### config.mk
export PLATFORM = sky130hd
export DESIGN_NAME = base64_stream_decoder
export DESIGN_NICKNAME = d
export VERILOG_FILES = /design/src/design/b64d_pkg.sv /design/src/design/b64d_front.sv /design/src/design/b64d_cmd_fifo.sv /design/src/design/b64d_back.sv /design/src/design/base64_stream_decoder.sv
export SDC_FILE = /design/constraint.sdc
export NUM_CORES = 1
export LEC_CHECK = 0
export BUFFER_PORTS_ARGS = -buffer_cell sky130_fd_sc_hd__buf_4
export CAP_MARGIN = 40
export CORE_MARGIN = 3
export CORE_UTILIZATION = 35
export CTS_CLUSTER_DIAMETER = 120
export DETAILED_ROUTE_END_ITERATION = 10
export MAX_ROUTING_LAYER = met4
export SKIP_LAST_GASP = 1
export SYNTH_ARGS = -nofsm -noshare
export SYNTH_HDL_FRONTEND = slang
export SYNTH_HIERARCHICAL = 1
export SYNTH_SLANG_ARGS = --single-unit
export TNS_END_PERCENT = 50
### constraint.sdc
create_clock -name i_clk -period 4.6 [get_ports i_clk]
set_input_delay 0.46 -clock i_clk [delete_from_list [all_inputs] [get_ports i_clk]]
set_output_delay 0.46 -clock i_clk [all_outputs]
set_load 0.01 [all_outputs]
### src/design/b64d_pkg.sv
// b64d_pkg: types, result codes and the character map of the base64 decoder.
// No dependencies.
package b64d_pkg;

    localparam logic [7:0] PAD_CHAR = 8'h3D;

    localparam logic [1:0] KIND_DATA = 2'd0;
    localparam logic [1:0] KIND_OK   = 2'd1;
    localparam logic [1:0] KIND_ERR  = 2'd2;

    // mask[3]: high byte, mask[2]: middle byte, mask[1]: low byte, mask[0]: status
    typedef struct packed {
        logic [23:0] bytes;
        logic [3:0]  mask;
        logic        err;
    } t_cmd;

    typedef struct packed {
        logic       ok;
        logic [5:0] val;
    } t_sextet;

    function automatic t_sextet sextet_of(input logic [7:0] c);
        t_sextet s;
        s.ok  = 1'b1;
        s.val = '0;
        if (c >= 8'h41 && c <= 8'h5A) begin
            s.val = 6'(c - 8'h41);
        end else if (c >= 8'h61 && c <= 8'h7A) begin
            s.val = 6'(c - 8'h61 + 8'd26);
        end else if (c >= 8'h30 && c <= 8'h39) begin
            s.val = 6'(c - 8'h30 + 8'd52);
        end else if (c == 8'h2B) begin
            s.val = 6'd62;
        end else if (c == 8'h2F) begin
            s.val = 6'd63;
        end else begin
            s.ok = 1'b0;
        end
        return s;
    endfunction

endpackage

### src/design/b64d_front.sv
// b64d_front: classifies each character, gathers groups of four and builds
// one command word per item that yields results. Depends on b64d_pkg.
module b64d_front (
    input  logic             i_clk,
    input  logic             i_rst_n,
    input  logic             i_accept,
    input  logic [7:0]       i_char_code,
    input  logic             i_is_last,
    output logic             o_cmd_valid,
    output b64d_pkg::t_cmd   o_cmd
);

    logic [1:0]  r_pos,  n_pos;
    logic [17:0] r_acc,  n_acc;
    logic        r_tpad, n_tpad;
    logic        r_err,  n_err;

    b64d_pkg::t_sextet sx;
    logic              pad;
    logic [23:0]       grp;
    b64d_pkg::t_cmd    cmd;

    always_comb begin
        sx     = b64d_pkg::sextet_of(i_char_code);
        pad    = (i_char_code == b64d_pkg::PAD_CHAR);
        n_err  = r_err;
        if (pad) begin
            if (r_pos < 2'd2) n_err = 1'b1;
        end else if (!sx.ok) begin
            n_err = 1'b1;
        end
        grp       = {r_acc, (pad || !sx.ok) ? 6'd0 : sx.val};
        cmd.bytes = grp;
        cmd.mask  = '0;
        cmd.err   = 1'b0;
        n_acc     = r_acc;
        n_tpad    = r_tpad;
        n_pos     = r_pos;
        if (r_pos != 2'd3) begin
            n_acc = grp[17:0];
            if (r_pos == 2'd2) n_tpad = pad;
            n_pos = r_pos + 2'd1;
        end else begin
            if (!n_err) begin
                cmd.mask[3] = 1'b1;
                cmd.mask[2] = !r_tpad;
                cmd.mask[1] = !pad;
            end
            n_pos  = '0;
            n_acc  = '0;
            n_tpad = 1'b0;
        end
        if (i_is_last) begin
            cmd.mask[0] = 1'b1;
            cmd.err     = n_err || (n_pos != 2'd0);
            n_pos       = '0;
            n_acc       = '0;
            n_tpad      = 1'b0;
            n_err       = 1'b0;
        end
    end

    assign o_cmd       = cmd;
    assign o_cmd_valid = i_accept && (cmd.mask != '0);

    always_ff @(posedge i_clk) begin
        if (!i_rst_n) begin
            r_pos  <= '0;
            r_acc  <= '0;
            r_tpad <= 1'b0;
            r_err  <= 1'b0;
        end else if (i_accept) begin
            r_pos  <= n_pos;
            r_acc  <= n_acc;
            r_tpad <= n_tpad;
            r_err  <= n_err;
        end
    end

    a_last_clears: assert property (@(posedge i_clk) disable iff (!i_rst_n)
        i_accept && i_is_last |=> r_pos == 2'd0 && !r_err && !r_tpad)
        else $error("state not cleared after end of string");

endmodule

### src/design/b64d_cmd_fifo.sv
// b64d_cmd_fifo: short queue of command words between front and back.
// Depends on b64d_pkg.
module b64d_cmd_fifo #(
    parameter int DEPTH = 4
) (
    input  logic             i_clk,
    input  logic             i_rst_n,
    input  logic             i_push,
    input  b64d_pkg::t_cmd   i_data,
    output logic             o_full,
    input  logic             i_pop,
    output b64d_pkg::t_cmd   o_data,
    output logic             o_empty
);

    localparam int AW = (DEPTH > 1) ? $clog2(DEPTH) : 1;
    localparam int CW = $clog2(DEPTH + 1);

    b64d_pkg::t_cmd r_mem [DEPTH];
    logic [AW-1:0]  r_wr, r_rd;
    logic [CW-1:0]  r_cnt;
    logic           do_push, do_pop;

    assign o_full  = (r_cnt == CW'(DEPTH));
    assign o_empty = (r_cnt == '0);
    assign o_data  = r_mem[r_rd];
    assign do_push = i_push && !o_full;
    assign do_pop  = i_pop && !o_empty;

    always_ff @(posedge i_clk) begin
        if (do_push) r_mem[r_wr] <= i_data;
    end

    always_ff @(posedge i_clk) begin
        if (!i_rst_n) begin
            r_wr  <= '0;
            r_rd  <= '0;
            r_cnt <= '0;
        end else begin
            if (do_push) r_wr <= (r_wr == AW'(DEPTH - 1)) ? '0 : r_wr + AW'(1);
            if (do_pop)  r_rd <= (r_rd == AW'(DEPTH - 1)) ? '0 : r_rd + AW'(1);
            if (do_push && !do_pop)      r_cnt <= r_cnt + CW'(1);
            else if (do_pop && !do_push) r_cnt <= r_cnt - CW'(1);
        end
    end

    a_no_overflow: assert property (@(posedge i_clk) disable iff (!i_rst_n)
        r_cnt <= CW'(DEPTH))
        else $error("command queue count out of range");

    a_no_underflow: assert property (@(posedge i_clk) disable iff (!i_rst_n)
        o_empty && !i_push |=> o_empty)
        else $error("command queue filled without a push");

endmodule

### src/design/b64d_back.sv
// b64d_back: unpacks command words into single result words, one per cycle
// while the receiver keeps taking them, behind an output register. Depends on b64d_pkg.
module b64d_back (
    input  logic             i_clk,
    input  logic             i_rst_n,
    input  logic             i_cmd_empty,
    input  b64d_pkg::t_cmd   i_cmd,
    output logic             o_cmd_pop,
    input  logic             i_pop,
    output logic             o_empty,
    output logic [7:0]       o_out_byte,
    output logic [1:0]       o_kind,
    output logic             o_last_of_run
);

    b64d_pkg::t_cmd r_cur;
    logic           r_cur_valid;
    logic           r_out_valid;
    logic [7:0]     r_out_byte;
    logic [1:0]     r_kind;
    logic           r_last;

    logic       slot_free, emit, done;
    logic [3:0] rest;
    logic [7:0] n_byte;
    logic [1:0] n_kind;

    always_comb begin
        rest   = r_cur.mask;
        n_byte = '0;
        n_kind = b64d_pkg::KIND_DATA;
        priority if (r_cur.mask[3]) begin
            n_byte  = r_cur.bytes[23:16];
            rest[3] = 1'b0;
        end else if (r_cur.mask[2]) begin
            n_byte  = r_cur.bytes[15:8];
            rest[2] = 1'b0;
        end else if (r_cur.mask[1]) begin
            n_byte  = r_cur.bytes[7:0];
            rest[1] = 1'b0;
        end else begin
            n_kind  = r_cur.err ? b64d_pkg::KIND_ERR : b64d_pkg::KIND_OK;
            rest[0] = 1'b0;
        end
    end

    assign slot_free = !r_out_valid || i_pop;
    assign emit      = r_cur_valid && slot_free;
    assign done      = emit && (rest == '0);
    assign o_cmd_pop = (!r_cur_valid || done) && !i_cmd_empty;

    always_ff @(posedge i_clk) begin
        if (!i_rst_n) begin
            r_cur_valid <= 1'b0;
            r_out_valid <= 1'b0;
        end else begin
            if (o_cmd_pop) begin
                r_cur       <= i_cmd;
                r_cur_valid <= 1'b1;
            end else if (done) begin
                r_cur_valid <= 1'b0;
            end else if (emit) begin
                r_cur.mask  <= rest;
            end
            if (emit) begin
                r_out_valid <= 1'b1;
                r_out_byte  <= n_byte;
                r_kind      <= n_kind;
                r_last      <= (rest == '0);
            end else if (i_pop) begin
                r_out_valid <= 1'b0;
            end
        end
    end

    assign o_empty       = !r_out_valid;
    assign o_out_byte    = r_out_byte;
    assign o_kind        = r_kind;
    assign o_last_of_run = r_last;

    a_cur_has_work: assert property (@(posedge i_clk) disable iff (!i_rst_n)
        r_cur_valid |-> r_cur.mask != '0)
        else $error("held command word has nothing left to emit");

    a_status_ends_run: assert property (@(posedge i_clk) disable iff (!i_rst_n)
        r_out_valid && r_kind != b64d_pkg::KIND_DATA |-> r_last && r_out_byte == '0)
        else $error("status word not last of its run");

endmodule

### src/design/base64_stream_decoder.sv
// base64_stream_decoder: top level of the streaming base64 decoder.
// Depends on b64d_pkg, b64d_front, b64d_cmd_fifo, b64d_back.
//
// Input channel: one character per word on i_char_code, i_is_last marks the
// final character of a string. A word is taken when i_push is high and
// o_full is low. Result channel: while o_empty is low the oldest result sits
// on o_out_byte / o_kind / o_last_of_run; i_pop takes it.
// A completed group with no error yields one to three data words (kind
// data); the character marked last adds one status word (ok or error) that
// ends the string; o_last_of_run flags the final result caused by one
// character. A character's first result passes the command queue, the
// command register and the output register. Throughput: one character per
// cycle in while o_full is low and one result word per cycle out while i_pop
// is high; the queue (CMD_DEPTH words) absorbs bursts of up to four results
// per character. Reset (synchronous, active low) clears the group state, the
// queue and the output register. When the receiver stalls the output
// register holds, the back end stops, the queue fills and o_full rises.
module base64_stream_decoder #(
    parameter int CMD_DEPTH = 4
) (
    input  logic       i_clk,
    input  logic       i_rst_n,
    input  logic       i_push,
    output logic       o_full,
    input  logic [7:0] i_char_code,
    input  logic       i_is_last,
    output logic       o_empty,
    input  logic       i_pop,
    output logic [7:0] o_out_byte,
    output logic [1:0] o_kind,
    output logic       o_last_of_run
);

    logic           accept;
    logic           cmd_valid;
    b64d_pkg::t_cmd cmd_in;
    b64d_pkg::t_cmd cmd_out;
    logic           q_full, q_empty, q_pop;

    assign o_full = q_full;
    assign accept = i_push && !q_full;

    b64d_front u_front (
        .i_clk       (i_clk),
        .i_rst_n     (i_rst_n),
        .i_accept    (accept),
        .i_char_code (i_char_code),
        .i_is_last   (i_is_last),
        .o_cmd_valid (cmd_valid),
        .o_cmd       (cmd_in)
    );

    b64d_cmd_fifo #(
        .DEPTH (CMD_DEPTH)
    ) u_fifo (
        .i_clk   (i_clk),
        .i_rst_n (i_rst_n),
        .i_push  (cmd_valid),
        .i_data  (cmd_in),
        .o_full  (q_full),
        .i_pop   (q_pop),
        .o_data  (cmd_out),
        .o_empty (q_empty)
    );

    b64d_back u_back (
        .i_clk         (i_clk),
        .i_rst_n       (i_rst_n),
        .i_cmd_empty   (q_empty),
        .i_cmd         (cmd_out),
        .o_cmd_pop     (q_pop),
        .i_pop         (i_pop),
        .o_empty       (o_empty),
        .o_out_byte    (o_out_byte),
        .o_kind        (o_kind),
        .o_last_of_run (o_last_of_run)
    );

endmodule

==> flow_metrics.tcl <==
set metrics [dict create \
    status "complete, no violations" \
    syn_nets 515 \
    ir_drop_uv 226 \
    track_usage_pct 13.3 \
    synth_common_cells "156 x edfxtp_1, 34 x nor2b_1, 33 x dfxtp_1" \
    avgViaCountPerCell 5.20 \
    post_cts_buffers 0 \
    async_reset_ff_share_pct 0 \
    holdCritPathClass "in -> reg" \
    synth_top_area_cell "edfxtp_1" \
    layout_setup_ws_ns 0.765 \
    regArea_sq_mm 0.00535 \
    first_iter_violations 330 \
    r2r_cells 12 \
    vias 4200 \
    crit_fanout 8 \
    final_util_pct 41.3 \
    hpwl_mm 9.42 \
    nFillCells 1935 \
    slew_viol_final 0 \
    hold_viol_final 0 \
    synthToLayoutAreaGrowth_pct 13.6 \
    crit_buf_inv 3 \
    met1_usage_pct 17.3 \
    p_sw_mw 1.15 \
    grt_pass1_vias 4333 \
    worst_r2r_startpoint "u_front/r_pos[1]" \
    min-delay-start "i_is_last" \
    synth_flop_cell "edfxtp_1" \
    ys_types 64 \
    hold_ws_ns 0.311 \
    yosys_register_bits 189 \
    drt-wirelength-per-cell_um 18.2 \
    crit_type "in -> reg" \
    fin_crit_ns 3.83 \
    fin_worst_skew_ns 0.00786 \
    clk_latency_ns 0.42 \
    syn_area_sq_mm 0.00778 \
    antenna_found_initial 0 \
    port_buffers 25 \
    drt_first_pass_iters 5 \
    fp.dieW_um 155 \
    synth.area.top_cells "edfxtp_1 60%, dfxtp_1 8.5%, mux4_2 8.1%, nor2b_1 2.7%, ha_1 2.6%" \
    pwr-share-clk_pct 30.8 \
    layout-drive-gt1-share_pct 20.6 \
    clock-sinks 189 \
    start_util_pct 36.3 \
    grt_overflow 0 \
    top_usage_layer "met2" \
    synth_largest_type_area_fraction_pct 60.2 \
    tightest_slew_ns 0.675 \
    cp_cell_sequence "buf_4, inv_1, ha_1, nor2b_1, o21ai_0, o311ai_4, a31oi_1, o21a_1, nor2b_1, ha_1, inv_1, fa_1, xor2_1, or3_1, a21boi_0" \
    gr-usage-met2_pct 21.2 \
    power_frac_comb_pct 18.5 \
    ff2ff_setup_slack_ns 1.24 \
    grt_start_max_net_pins 38 \
    cts-resized-gates 0 \
    critical-path-max-stage-delay_ns 0.55 \
    slowest_stage "a31oi_1" \
    crit_required_ns 4.94 \
    chipHeight_um 155 \
    fp.coreArea_sq_mm 0.0214 \
    p_int_mw 3.19 \
    end_kind "flop" \
    path_clk_slew_ns 0.07 \
    synth_edf_count 156 \
    syn_avg_cell_area_sq_um 16.0 \
    route.detailed.drc 0 \
    dieArea_sq_mm 0.0241 \
    powerDensity_mw_per_mm2 491 \
    ios 26 \
    clockRootBuffer "clkbuf_16" \
    setup_tns_ns 0 \
    cts_made_buffers 17 \
    cp.arrival_ns 4.18 \
    final_cells 808 \
    nets 550 \
    synth_seq_area_share_pct 68.7 \
    postRouteAntennaNets 0 \
    ctsHtreeMaxLevel 4 \
    synth_warnings 6 \
    rsz0062_at_grt "no" \
    place_area_sq_mm 0.00829 \
    cts_hold_buf 0 \
    hold_depth 1 \
    drv_cap 0 \
    multiInputGateArea_sq_mm 0.00228 \
    p_seq_share_pct 50.7 \
    max_freq_mhz 261 \
    num_rows 53 \
    final_cell_area_sq_mm 0.00884 \
    clock_path_buffers 2 \
    cts_tree "yes" \
    p_sw_share_pct 26.5 \
    critPathLaunchType "primary input" \
    finalSetupViolCount 0 \
    timing.rr.end "u_fifo/r_cnt[2]" \
    power.total_mw 4.34 \
    fin_crit_sh_pct 83.4 \
    worstSetupPathDepth 15 \
    synth_cells 485 \
    use_met3_pct 2.59 \
    routed_wl_mm 14.7 \
    slew_headroom_pct 54.6 \
    place_ws_ns 0.301 \
    place_congestion 0.823 \
    min_to "u_fifo/r_mem[1][1]" \
    yosysMostFrequentCell "edfxtp_1" \
    num_antenna_cells 0 \
    critical_path.top_delay_family "compound AO/OA/AOI/OAI gates" \
    cellLeakagePower_nw 2.96 \
    place_inst 776 \
    grt_pass1_wl_mm 23.7 \
]
==> how the worst max path moves through the flow <==
| stage | from | slack, ns | end |
|---|---|---|---|
| 3_3_place_gp | i_char_code[0] | 0.48 | u_fifo/r_cnt[2] |
| 6_report | i_char_code[0] | 0.77 | u_fifo/r_cnt[2] |
| 4_1_cts | i_char_code[0] | 0.75 | u_fifo/r_cnt[2] |
| 5_1_grt | i_char_code[2] | 0.42 | u_fifo/r_cnt[2] |
| 2_1_floorplan | i_char_code[0] | 1.19 | u_fifo/r_cnt[2] |
| 3_5_place_dp | i_char_code[0] | 0.30 | u_fifo/r_cnt[2] |
==> cell usage in the layout (no fill, tap or decap), types with 7 or more instances in the layout <==
cell          n
and2_1        8
clkinvlp_4    7
nor3_1        8
nor2b_1      34
mux4_2       28
dfxtp_1      31
a22oi_1      11
inv_1        12
clkbuf_16    17
nand3_1       8
edfxtp_1    156
nand2_1      29
buf_4        33
o21ai_0      16
ha_1         16
a21oi_1      20
nor2_1       13
==> power groups by stage <==
stage	clock, mW	combinational (mW)	sequential, mW
after global placement	0	0.780	2.24
after floorplan	0	0.607	2.19
after global routing	1.44	0.895	2.22
after detailed placement	0	0.816	2.24
final	1.34	0.802	2.20
after CTS	1.37	0.817	2.20
==> layout make-up <==
type                       count  area share, %
sequential                   189           60.5
multi-input combinational    265           25.8
clock buffer                  21           5.10
tap                          275           3.89
timing repair buffer          34           3.03
clock inverter                11           1.10
inverter                      13          0.552
==> layer usage <==
layer,share of wire [%],vias up,routed length (um)
met1,45,2109,6610
li1,-,1957,-
met3,4.3,25,638
met5,0,-,0
met2,49,109,7210
met4,1.6,0,232
==> logic make-up after synthesis <==
family	synth area share [%]
AOI/OAI and AO/OA	8.17
xor gates and xnor gates	0.450
adders and majority gates	2.97
buffers and inverters	2.01
DFF	68.7
muxes	8.96
and+or+nand+nor	8.76
==> sequential cells by signal (all words and copies together) (netlist names), named ones only <==
name                  count
u_fifo/r_rd               2
u_front/r_pos             2
u_back/o_last_of_run      1
u_back/r_out_valid        1
u_fifo/r_wr               2
u_back/o_kind             2
u_back/r_cur             29
u_front/r_err             1
u_fifo/r_cnt              3
u_back/r_cur_valid        1
u_front/r_acc            18
u_front/r_tpad            1
u_back/o_out_byte         8
u_fifo/r_mem            116
No activity file was read; power rests on OpenSTA's default activity.
